$ cat src/hdl/rbjp_pkg.sv
// Types and constants of the retry backoff jitter policy core.
package rbjp_pkg;

   localparam int DELAY_W  = 32;
   localparam int COUNT_W  = 16;
   localparam int PCT_W    = 7;
   localparam int STATUS_W = 10;
   localparam int RND_W    = 31;
   localparam int ACTION_W = 2;
   localparam int PROD_W   = DELAY_W + PCT_W;   // delay * percent
   localparam int RANGE_W  = 33;                // (2^32-1)*127/100 fits 33 bits
   localparam int MOD_W    = RANGE_W + 1;       // 2*range + 1
   localparam int SUM_W    = MOD_W + 1;         // delay + pick
   localparam int CNT_W    = 6;                 // counts up to PROD_W-1
   localparam int REM_W    = 7;                 // remainder below 100

   localparam int CSR_INDEX_W = 2;
   localparam int CSR_DATA_W  = 32;

   localparam logic [REM_W:0] PCT_DIV = 8'd100;

   // action codes
   localparam logic [ACTION_W-1:0] ACT_SUCCESS = 2'd0;
   localparam logic [ACTION_W-1:0] ACT_RETRY   = 2'd1;
   localparam logic [ACTION_W-1:0] ACT_GIVEUP  = 2'd2;
   localparam logic [ACTION_W-1:0] ACT_DISCARD = 2'd3;

   // register indexes
   localparam logic [CSR_INDEX_W-1:0] CSR_INITIAL_DELAY = 2'd0;
   localparam logic [CSR_INDEX_W-1:0] CSR_MAX_DELAY     = 2'd1;
   localparam logic [CSR_INDEX_W-1:0] CSR_MAX_RETRIES   = 2'd2;
   localparam logic [CSR_INDEX_W-1:0] CSR_JITTER_PCT    = 2'd3;

   // status values of interest
   localparam logic [STATUS_W-1:0] STATUS_NONE       = 10'd0;
   localparam logic [STATUS_W-1:0] STATUS_OK_LO      = 10'd200;
   localparam logic [STATUS_W-1:0] STATUS_OK_HI      = 10'd300;
   localparam logic [STATUS_W-1:0] STATUS_TIMEOUT    = 10'd408;
   localparam logic [STATUS_W-1:0] STATUS_TOO_MANY   = 10'd429;
   localparam logic [STATUS_W-1:0] STATUS_SERVER_ERR = 10'd500;

   typedef struct packed {
      logic                first_attempt;
      logic                transport_ok;
      logic [STATUS_W-1:0] status_code;
      logic [RND_W-1:0]    random_word;
   } req_type;

   typedef struct packed {
      logic [ACTION_W-1:0] action;
      logic [DELAY_W-1:0]  wait_ms;
      logic [STATUS_W-1:0] status_out;
   } rsp_type;

endpackage

$ cat src/hdl/retry_backoff_jitter_policy_core.sv
// Retry policy core: exponential backoff with jittered wait, one attempt per beat.
// Retry with a non-zero delay: 7 multiply, 39 divide-by-100 and 31 modulo steps,
// each one bit per cycle, then 3 steps to sum, clamp and load the result.
// Other actions go straight to the load step. The next req beat is taken once the load is done.
// A full rsp register holds the sequencer in its load step until taken.
// Synchronous reset clears the state, configuration registers, retry count, delay and rsp valid.
module retry_backoff_jitter_policy_core
   import rbjp_pkg::*;
(
   input  logic                   clock,
   input  logic                   reset,
   input  logic                   req_valid,
   output logic                   req_ready,
   input  req_type                req_data,
   output logic                   rsp_valid,
   input  logic                   rsp_ready,
   output rsp_type                rsp_data,
   input  logic                   csr_valid,
   output logic                   csr_ready,
   input  logic [CSR_INDEX_W-1:0] csr_index,
   input  logic [CSR_DATA_W-1:0]  csr_data
);

   // sequencer states
   localparam logic [2:0] ST_IDLE = 3'd0;
   localparam logic [2:0] ST_MUL  = 3'd1;   // delay * percent, percent MSB first
   localparam logic [2:0] ST_DIV  = 3'd2;   // product / 100, restoring
   localparam logic [2:0] ST_MOD  = 3'd3;   // random % (2*range+1), restoring
   localparam logic [2:0] ST_SUM  = 3'd4;   // delay + pick
   localparam logic [2:0] ST_FIN  = 3'd5;   // minus range, floor and saturate
   localparam logic [2:0] ST_DONE = 3'd6;   // load rsp register

   // control and configuration
   logic [2:0]          state_ff, state_in;
   logic                rsp_valid_ff, rsp_valid_in;
   logic [DELAY_W-1:0]  init_delay_ff, init_delay_in;
   logic [DELAY_W-1:0]  max_delay_ff, max_delay_in;
   logic [COUNT_W-1:0]  max_retries_ff, max_retries_in;
   logic [PCT_W-1:0]    jitter_pct_ff, jitter_pct_in;
   logic [COUNT_W-1:0]  retry_count_ff, retry_count_in;
   logic [DELAY_W-1:0]  cur_delay_ff, cur_delay_in;

   // datapath shift registers and results
   logic [CNT_W-1:0]    count_ff, count_in;
   logic [PCT_W-1:0]    jp_ff, jp_in;
   logic [DELAY_W-1:0]  delay_ff, delay_in;
   logic [PROD_W-1:0]   acc_ff, acc_in;      // product, then quotient (range)
   logic [REM_W-1:0]    rem_ff, rem_in;
   logic [RND_W-1:0]    rnd_ff, rnd_in;
   logic [MOD_W-1:0]    mrem_ff, mrem_in;
   logic [SUM_W-1:0]    sum_ff, sum_in;
   logic [ACTION_W-1:0] action_ff, action_in;
   logic [STATUS_W-1:0] status_ff, status_in;
   logic [DELAY_W-1:0]  wait_ff, wait_in;
   rsp_type             rsp_data_ff, rsp_data_in;

   // decision terms
   logic                req_fire;
   logic [STATUS_W-1:0] st_eff;
   logic                is_2xx;
   logic                retryable;
   logic [COUNT_W-1:0]  cnt_eff;
   logic [DELAY_W-1:0]  dly_eff;
   logic [DELAY_W:0]    dly_dbl;
   logic [DELAY_W-1:0]  dly_sat;
   logic [DELAY_W-1:0]  dly_next;
   logic [ACTION_W-1:0] act_dec;

   // step terms
   logic [REM_W:0]      div_t;
   logic                div_ge;
   logic [MOD_W-1:0]    modulus;
   logic [MOD_W:0]      mod_t;
   logic                mod_ge;
   logic [SUM_W-1:0]    range_ext;
   logic [SUM_W-1:0]    diff;

   assign req_ready = (state_ff == ST_IDLE);
   assign csr_ready = 1'b1;
   assign rsp_valid = rsp_valid_ff;
   assign rsp_data  = rsp_data_ff;
   assign req_fire  = req_valid && req_ready;

   // Classification and state update for the accepted attempt.
   always_comb begin
      st_eff    = req_data.transport_ok ? req_data.status_code : STATUS_NONE;
      is_2xx    = req_data.transport_ok && (st_eff >= STATUS_OK_LO) && (st_eff < STATUS_OK_HI);
      retryable = (st_eff == STATUS_NONE) || (st_eff == STATUS_TIMEOUT) ||
                  (st_eff == STATUS_TOO_MANY) || (st_eff >= STATUS_SERVER_ERR);
      cnt_eff   = req_data.first_attempt ? '0 : retry_count_ff;
      dly_eff   = req_data.first_attempt ? init_delay_ff : cur_delay_ff;
      // doubled delay, saturated at 32 bits, then capped when a cap is set
      dly_dbl   = {dly_eff, 1'b0};
      dly_sat   = dly_dbl[DELAY_W] ? '1 : dly_dbl[DELAY_W-1:0];
      dly_next  = ((max_delay_ff != '0) && (dly_sat > max_delay_ff)) ? max_delay_ff : dly_sat;
      if (is_2xx) begin
         act_dec = ACT_SUCCESS;
      end else if (retryable) begin
         act_dec = (cnt_eff >= max_retries_ff) ? ACT_GIVEUP : ACT_RETRY;
      end else begin
         act_dec = ACT_DISCARD;
      end
   end

   // Bit-serial steps.
   always_comb begin
      div_t     = {rem_ff, acc_ff[PROD_W-1]};
      div_ge    = (div_t >= PCT_DIV);
      modulus   = {acc_ff[RANGE_W-1:0], 1'b1};
      mod_t     = {mrem_ff, rnd_ff[RND_W-1]};
      mod_ge    = (mod_t >= {1'b0, modulus});
      range_ext = {{(SUM_W-RANGE_W){1'b0}}, acc_ff[RANGE_W-1:0]};
      diff      = sum_ff - range_ext;
   end

   always_comb begin
      state_in       = state_ff;
      rsp_valid_in   = rsp_valid_ff && !rsp_ready;
      init_delay_in  = init_delay_ff;
      max_delay_in   = max_delay_ff;
      max_retries_in = max_retries_ff;
      jitter_pct_in  = jitter_pct_ff;
      retry_count_in = retry_count_ff;
      cur_delay_in   = cur_delay_ff;
      count_in       = count_ff;
      jp_in          = jp_ff;
      delay_in       = delay_ff;
      acc_in         = acc_ff;
      rem_in         = rem_ff;
      rnd_in         = rnd_ff;
      mrem_in        = mrem_ff;
      sum_in         = sum_ff;
      action_in      = action_ff;
      status_in      = status_ff;
      wait_in        = wait_ff;
      rsp_data_in    = rsp_data_ff;

      if (csr_valid && csr_ready) begin
         case (csr_index)
            CSR_INITIAL_DELAY: init_delay_in  = csr_data[DELAY_W-1:0];
            CSR_MAX_DELAY:     max_delay_in   = csr_data[DELAY_W-1:0];
            CSR_MAX_RETRIES:   max_retries_in = csr_data[COUNT_W-1:0];
            CSR_JITTER_PCT:    jitter_pct_in  = csr_data[PCT_W-1:0];
            default: ;
         endcase
      end

      case (state_ff)
         ST_IDLE: begin
            if (req_fire) begin
               action_in      = act_dec;
               status_in      = st_eff;
               wait_in        = '0;
               retry_count_in = cnt_eff;
               cur_delay_in   = dly_eff;
               delay_in       = dly_eff;
               jp_in          = jitter_pct_ff;
               rnd_in         = req_data.random_word;
               acc_in         = '0;
               count_in       = CNT_W'(PCT_W - 1);
               state_in       = ST_DONE;
               if (act_dec == ACT_RETRY) begin
                  retry_count_in = cnt_eff + 1'b1;
                  if (dly_eff != '0) begin
                     cur_delay_in = dly_next;
                     state_in     = ST_MUL;
                  end
               end
            end
         end
         ST_MUL: begin
            acc_in   = {acc_ff[PROD_W-2:0], 1'b0} +
                       (jp_ff[PCT_W-1] ? {{PCT_W{1'b0}}, delay_ff} : '0);
            jp_in    = {jp_ff[PCT_W-2:0], 1'b0};
            count_in = count_ff - 1'b1;
            if (count_ff == '0) begin
               rem_in   = '0;
               count_in = CNT_W'(PROD_W - 1);
               state_in = ST_DIV;
            end
         end
         ST_DIV: begin
            rem_in   = div_ge ? REM_W'(div_t - PCT_DIV) : div_t[REM_W-1:0];
            acc_in   = {acc_ff[PROD_W-2:0], div_ge};
            count_in = count_ff - 1'b1;
            if (count_ff == '0) begin
               mrem_in  = '0;
               count_in = CNT_W'(RND_W - 1);
               state_in = ST_MOD;
            end
         end
         ST_MOD: begin
            mrem_in  = mod_ge ? MOD_W'(mod_t - {1'b0, modulus}) : mod_t[MOD_W-1:0];
            rnd_in   = {rnd_ff[RND_W-2:0], 1'b0};
            count_in = count_ff - 1'b1;
            if (count_ff == '0) begin
               state_in = ST_SUM;
            end
         end
         ST_SUM: begin
            sum_in   = {{(SUM_W-DELAY_W){1'b0}}, delay_ff} + {1'b0, mrem_ff};
            state_in = ST_FIN;
         end
         ST_FIN: begin
            // negative wait floors at 0, anything past 32 bits saturates
            if (sum_ff <= range_ext) begin
               wait_in = '0;
            end else if (diff[SUM_W-1:DELAY_W] != '0) begin
               wait_in = '1;
            end else begin
               wait_in = diff[DELAY_W-1:0];
            end
            state_in = ST_DONE;
         end
         ST_DONE: begin
            if (!rsp_valid_ff || rsp_ready) begin
               rsp_data_in.action     = action_ff;
               rsp_data_in.wait_ms    = wait_ff;
               rsp_data_in.status_out = status_ff;
               rsp_valid_in           = 1'b1;
               state_in               = ST_IDLE;
            end
         end
         default: begin
            state_in = ST_IDLE;
         end
      endcase
   end

   always_ff @(posedge clock) begin
      if (reset) begin
         state_ff       <= ST_IDLE;
         rsp_valid_ff   <= 1'b0;
         init_delay_ff  <= '0;
         max_delay_ff   <= '0;
         max_retries_ff <= '0;
         jitter_pct_ff  <= '0;
         retry_count_ff <= '0;
         cur_delay_ff   <= '0;
      end else begin
         state_ff       <= state_in;
         rsp_valid_ff   <= rsp_valid_in;
         init_delay_ff  <= init_delay_in;
         max_delay_ff   <= max_delay_in;
         max_retries_ff <= max_retries_in;
         jitter_pct_ff  <= jitter_pct_in;
         retry_count_ff <= retry_count_in;
         cur_delay_ff   <= cur_delay_in;
      end
   end

   // payload, no reset needed
   always_ff @(posedge clock) begin
      count_ff    <= count_in;
      jp_ff       <= jp_in;
      delay_ff    <= delay_in;
      acc_ff      <= acc_in;
      rem_ff      <= rem_in;
      rnd_ff      <= rnd_in;
      mrem_ff     <= mrem_in;
      sum_ff      <= sum_in;
      action_ff   <= action_in;
      status_ff   <= status_in;
      wait_ff     <= wait_in;
      rsp_data_ff <= rsp_data_in;
   end

endmodule

$ cat config.mk
export PLATFORM = sky130hd
export DESIGN_NAME = retry_backoff_jitter_policy_core
export DESIGN_NICKNAME = d
export VERILOG_FILES = /design/src/hdl/rbjp_pkg.sv /design/src/hdl/retry_backoff_jitter_policy_core.sv
export SDC_FILE = /design/constraint.sdc
export NUM_CORES = 1
export LEC_CHECK = 0
export ABC_CLOCK_PERIOD_IN_PS = 4400
export BUFFER_PORTS_ARGS = -buffer_cell sky130_fd_sc_hd__buf_2
export CORE_UTILIZATION = 50
export CTS_CLUSTER_DIAMETER = 40
export DETAILED_ROUTE_END_ITERATION = 16
export PLACE_DENSITY = 0.7
export REMOVE_ABC_BUFFERS = 1
export SYNTH_ARGS = -nofsm -noshare
export SYNTH_HDL_FRONTEND = slang
export SYNTH_SLANG_ARGS = --single-unit
$ cat constraint.sdc
create_clock -name clock -period 4.4 [get_ports clock]
set_clock_uncertainty 0.1 [all_clocks]
set_input_delay 0.22 -clock clock [delete_from_list [all_inputs] [get_ports clock]]
set_output_delay 0.22 -clock clock [all_outputs]
set_load 0.02 [all_outputs]
==> results.json <==
{
  "status": "finished clean",
  "grt-ovfl-total": 0,
  "async_flop_share_pct": 0,
  "avgSynthCellArea_um2": 9.515,
  "clockBufferDepth": 3,
  "place_area_um2": 26770,
  "drive_gt1_share_pct": 13.16,
  "drc_errors": 0,
  "cts_resized": 0,
  "yosysWarnings": 0,
  "ir_worst_vdd_mv": 0.3362,
  "core-area_um2": 49360,
  "cellPowerDensity_nw_per_um2": 657.7,
  "tns_ps": 0,
  "whs_endpoint": "action_ff[1]",
  "io_pins": 129,
  "clk_pin_slew_ps": 60,
  "relSlewSlack_pct": 19.78,
  "cts_max_level": 3,
  "min_path_cells": 4,
  "ys_types": 92,
  "ys.flop_type": "edfxtp_1",
  "synth_seq_area_share_pct": 44.20,
  "timing.fmax_ghz": 0.2422,
  "clock-sinks": 418,
  "areaGrowthSynthToFinish_pct": 19.71,
  "grt_pass1_vias": 20840,
  "instances_no_fill": 3614,
  "worstSkewPairLatency_ps": 610,
  "layout.nets": 3156,
  "final_util_pct": 61.25,
  "final_area_um2": 30230,
  "setup_viol": 0,
  "leakage_nw": 12.65,
  "dieHeight_um": 226.7,
  "via_per_inst": 5.934,
  "cap_violations": 0,
  "worst_ep_required_time_ps": 4650,
  "grt_max_degree": 87,
  "final.period_utilization_pct": 93.83,
  "worstMarginPinSlew_ps": 1191,
  "layout_setup_ws_ps": 271.4,
  "synth_area_um2": 25250,
  "regToRegEndpoint": "acc_ff[38]",
  "maxSlewViolCount": 0,
  "cp-end-kind": "flip-flop",
  "start_kind": "flip-flop",
  "drt_pass1_iterations": 8,
  "rr_startpoint": "jp_ff[6]",
  "grt_usage_pct": 27.55,
  "criticalPathCategory": "flip-flop to flip-flop",
  "final_common_cell": "nand2_1",
  "postRouteAntennaNets": 0,
  "cp_data_arrival_time_ps": 4370,
  "mostFrequentLayoutCells": "344 x nand2_1, 279 x edfxtp_1, 224 x a21oi_1, 181 x ha_1, 167 x nor2_1",
  "vias": 21450,
  "rsz0062_at_grt": "no",
  "synthCells": 2654,
  "start_util_pct": 51.16,
  "wire_per_inst_um": 19.61,
  "antenna_found_initial": 0,
  "numCtsBuffers": 73,
  "port_buffers": 127,
  "chipWidth_um": 226.7,
  "finalHoldViolCount": 0,
  "cts_root_buf": "clkbuf_16",
  "yosys_register_bits": 418,
  "hold_path_class": "input port to flip-flop",
  "worst_hold_slack_ps": 47.87,
  "cp_max_fo": 14,
  "synth_edf_count": 279,
  "fin_crit_ps": 4129,
  "routed_wl_um": 70870,
  "gp_congestion": 0.9546,
  "first_iter_violations": 2002,
  "worstHoldStart": "req_data[41]",
  "rr_worst_depth": 13,
  "grt_pass1_wl_um": 110700,
  "post-place-cells": 3389,
  "dp_slack_ps": 283.7,
  "power_mw": 19.88,
  "die-area_um2": 51410,
  "post-dp-hpwl_um": 50040,
  "rows": 81,
  "cts_tree": "built",
  "rrSetupSlack_ps": 270
}
==> per-layer routing <==
metal / GRT usage [%] / wire length [um] / share of wire (%)
met5: 0 / 0 / 0
met4: 10.81 / 2539 / 3.6
met3: 3.965 / 4385 / 6.2
met2: 46.67 / 33760 / 48
met1: 35.29 / 30190 / 43
==> Yosys cell counts (13+ instances only) <==
cell,count,share of area (%)
o22ai_1,31,0.77
a21oi_1,224,4.4
mux2_2,32,1.4
o211ai_1,17,0.51
nand2_1,344,5.1
nand2b_1,24,0.59
edfxtp_1,279,33
clkbuf_1,91,1.4
inv_1,155,2.3
nor4_1,27,0.67
o21ai_0,124,2.5
a21o_1,85,2.5
a211oi_1,21,0.62
nor2_1,170,2.5
o21bai_1,18,0.54
mux2i_1,67,2.7
xor2_1,49,1.7
nor2b_1,35,0.87
nor3_1,41,0.81
ha_1,181,9.0
nand3_1,74,1.5
and2_1,56,1.4
and3_1,20,0.50
dfxtp_1,139,11
a31oi_1,13,0.32
o21a_1,21,0.62
xnor2_1,74,2.6
nand4_1,31,0.77
o221ai_1,29,1.0
==> report_power, final <==
| part | total (mW) | switching, mW | internal (mW) |
|---|---|---|---|
| clock | 5.88 | 2.19 | 3.69 |
| combinational | 8.37 | 5.10 | 3.27 |
| sequential | 5.63 | 0.466 | 5.17 |
| total | 19.9 | 7.75 | 12.1 |
==> layout make-up <==
class / instances / area [um2]
diodes: 1 / 2.502
clock buffers: 81 / 1941
clock inverters: 54 / 628.1
fillers: 4075 / 19130
inverters: 155 / 581.8
multi-input cells: 1968 / 13090
flip-flops and latches: 418 / 11160
well taps: 664 / 830.8
repair buffers: 273 / 1996
==> repair_timing <==
item | CTS | global route
endpoints found under the setup margin | 0 | 2
setup buffers | 0 | 1
hold buffers | 88 | 0
hold endpoints to repair | 146 | 0
==> registers in the layout (all words and copies together), names as in the netlist, 7 cells and up <==
| signal | cells |
|---|---|
| rnd_ff | 31 |
| status_ff | 10 |
| jp_ff | 7 |
| init_delay_ff | 32 |
| max_retries_ff | 16 |
| sum_ff | 35 |
| cur_delay_ff | 32 |
| mrem_ff | 34 |
| rsp_data | 44 |
| rem_ff | 7 |
| max_delay_ff | 32 |
| wait_ff | 32 |
| jitter_pct_ff | 7 |
| delay_ff | 32 |
| retry_count_ff | 16 |
| acc_ff | 39 |
==> critical path, stage by stage, from the launching register on <==
cell	delay, ps
edfxtp_1	670
buf_6	280
and2_1	150
ha_1	410
nand4_1	150
nor3_1	200
nand3_1	130
nand3_1	210
a2111oi_0	170
buf_4	170
o31ai_1	780
a21oi_1	140
o21ai_0	200
o21ai_1	100
==> how the worst max path moves through the flow <==
stage / from / to / slack (ps) / depth (start not counted)
after global placement: jp_ff[6] / acc_ff[30] / 480 / 12
after global routing: jp_ff[6] / acc_ff[38] / 70 / 13
after floorplan: init_delay_ff[31] / cur_delay_ff[29] / -2180 / 12
after detailed placement: jp_ff[6] / acc_ff[38] / 280 / 12
after CTS: jp_ff[6] / acc_ff[38] / 270 / 12
final: jp_ff[6] / acc_ff[38] / 270 / 13
==> kinds of logic (layout without fill, tap and decap cells) <==
family,after synthesis,count (layout),synth area share (%)
buf+inv,268,563,4.227
fa+ha+maj,185,185,9.286
other cells,1,2,0.01485
compound gates,687,687,17.70
xor+xnor,123,123,4.266
mux,99,99,4.083
simple gates,873,873,16.23
flops,418,418,44.20
Note: power is estimated with default switching activity, not from simulation.
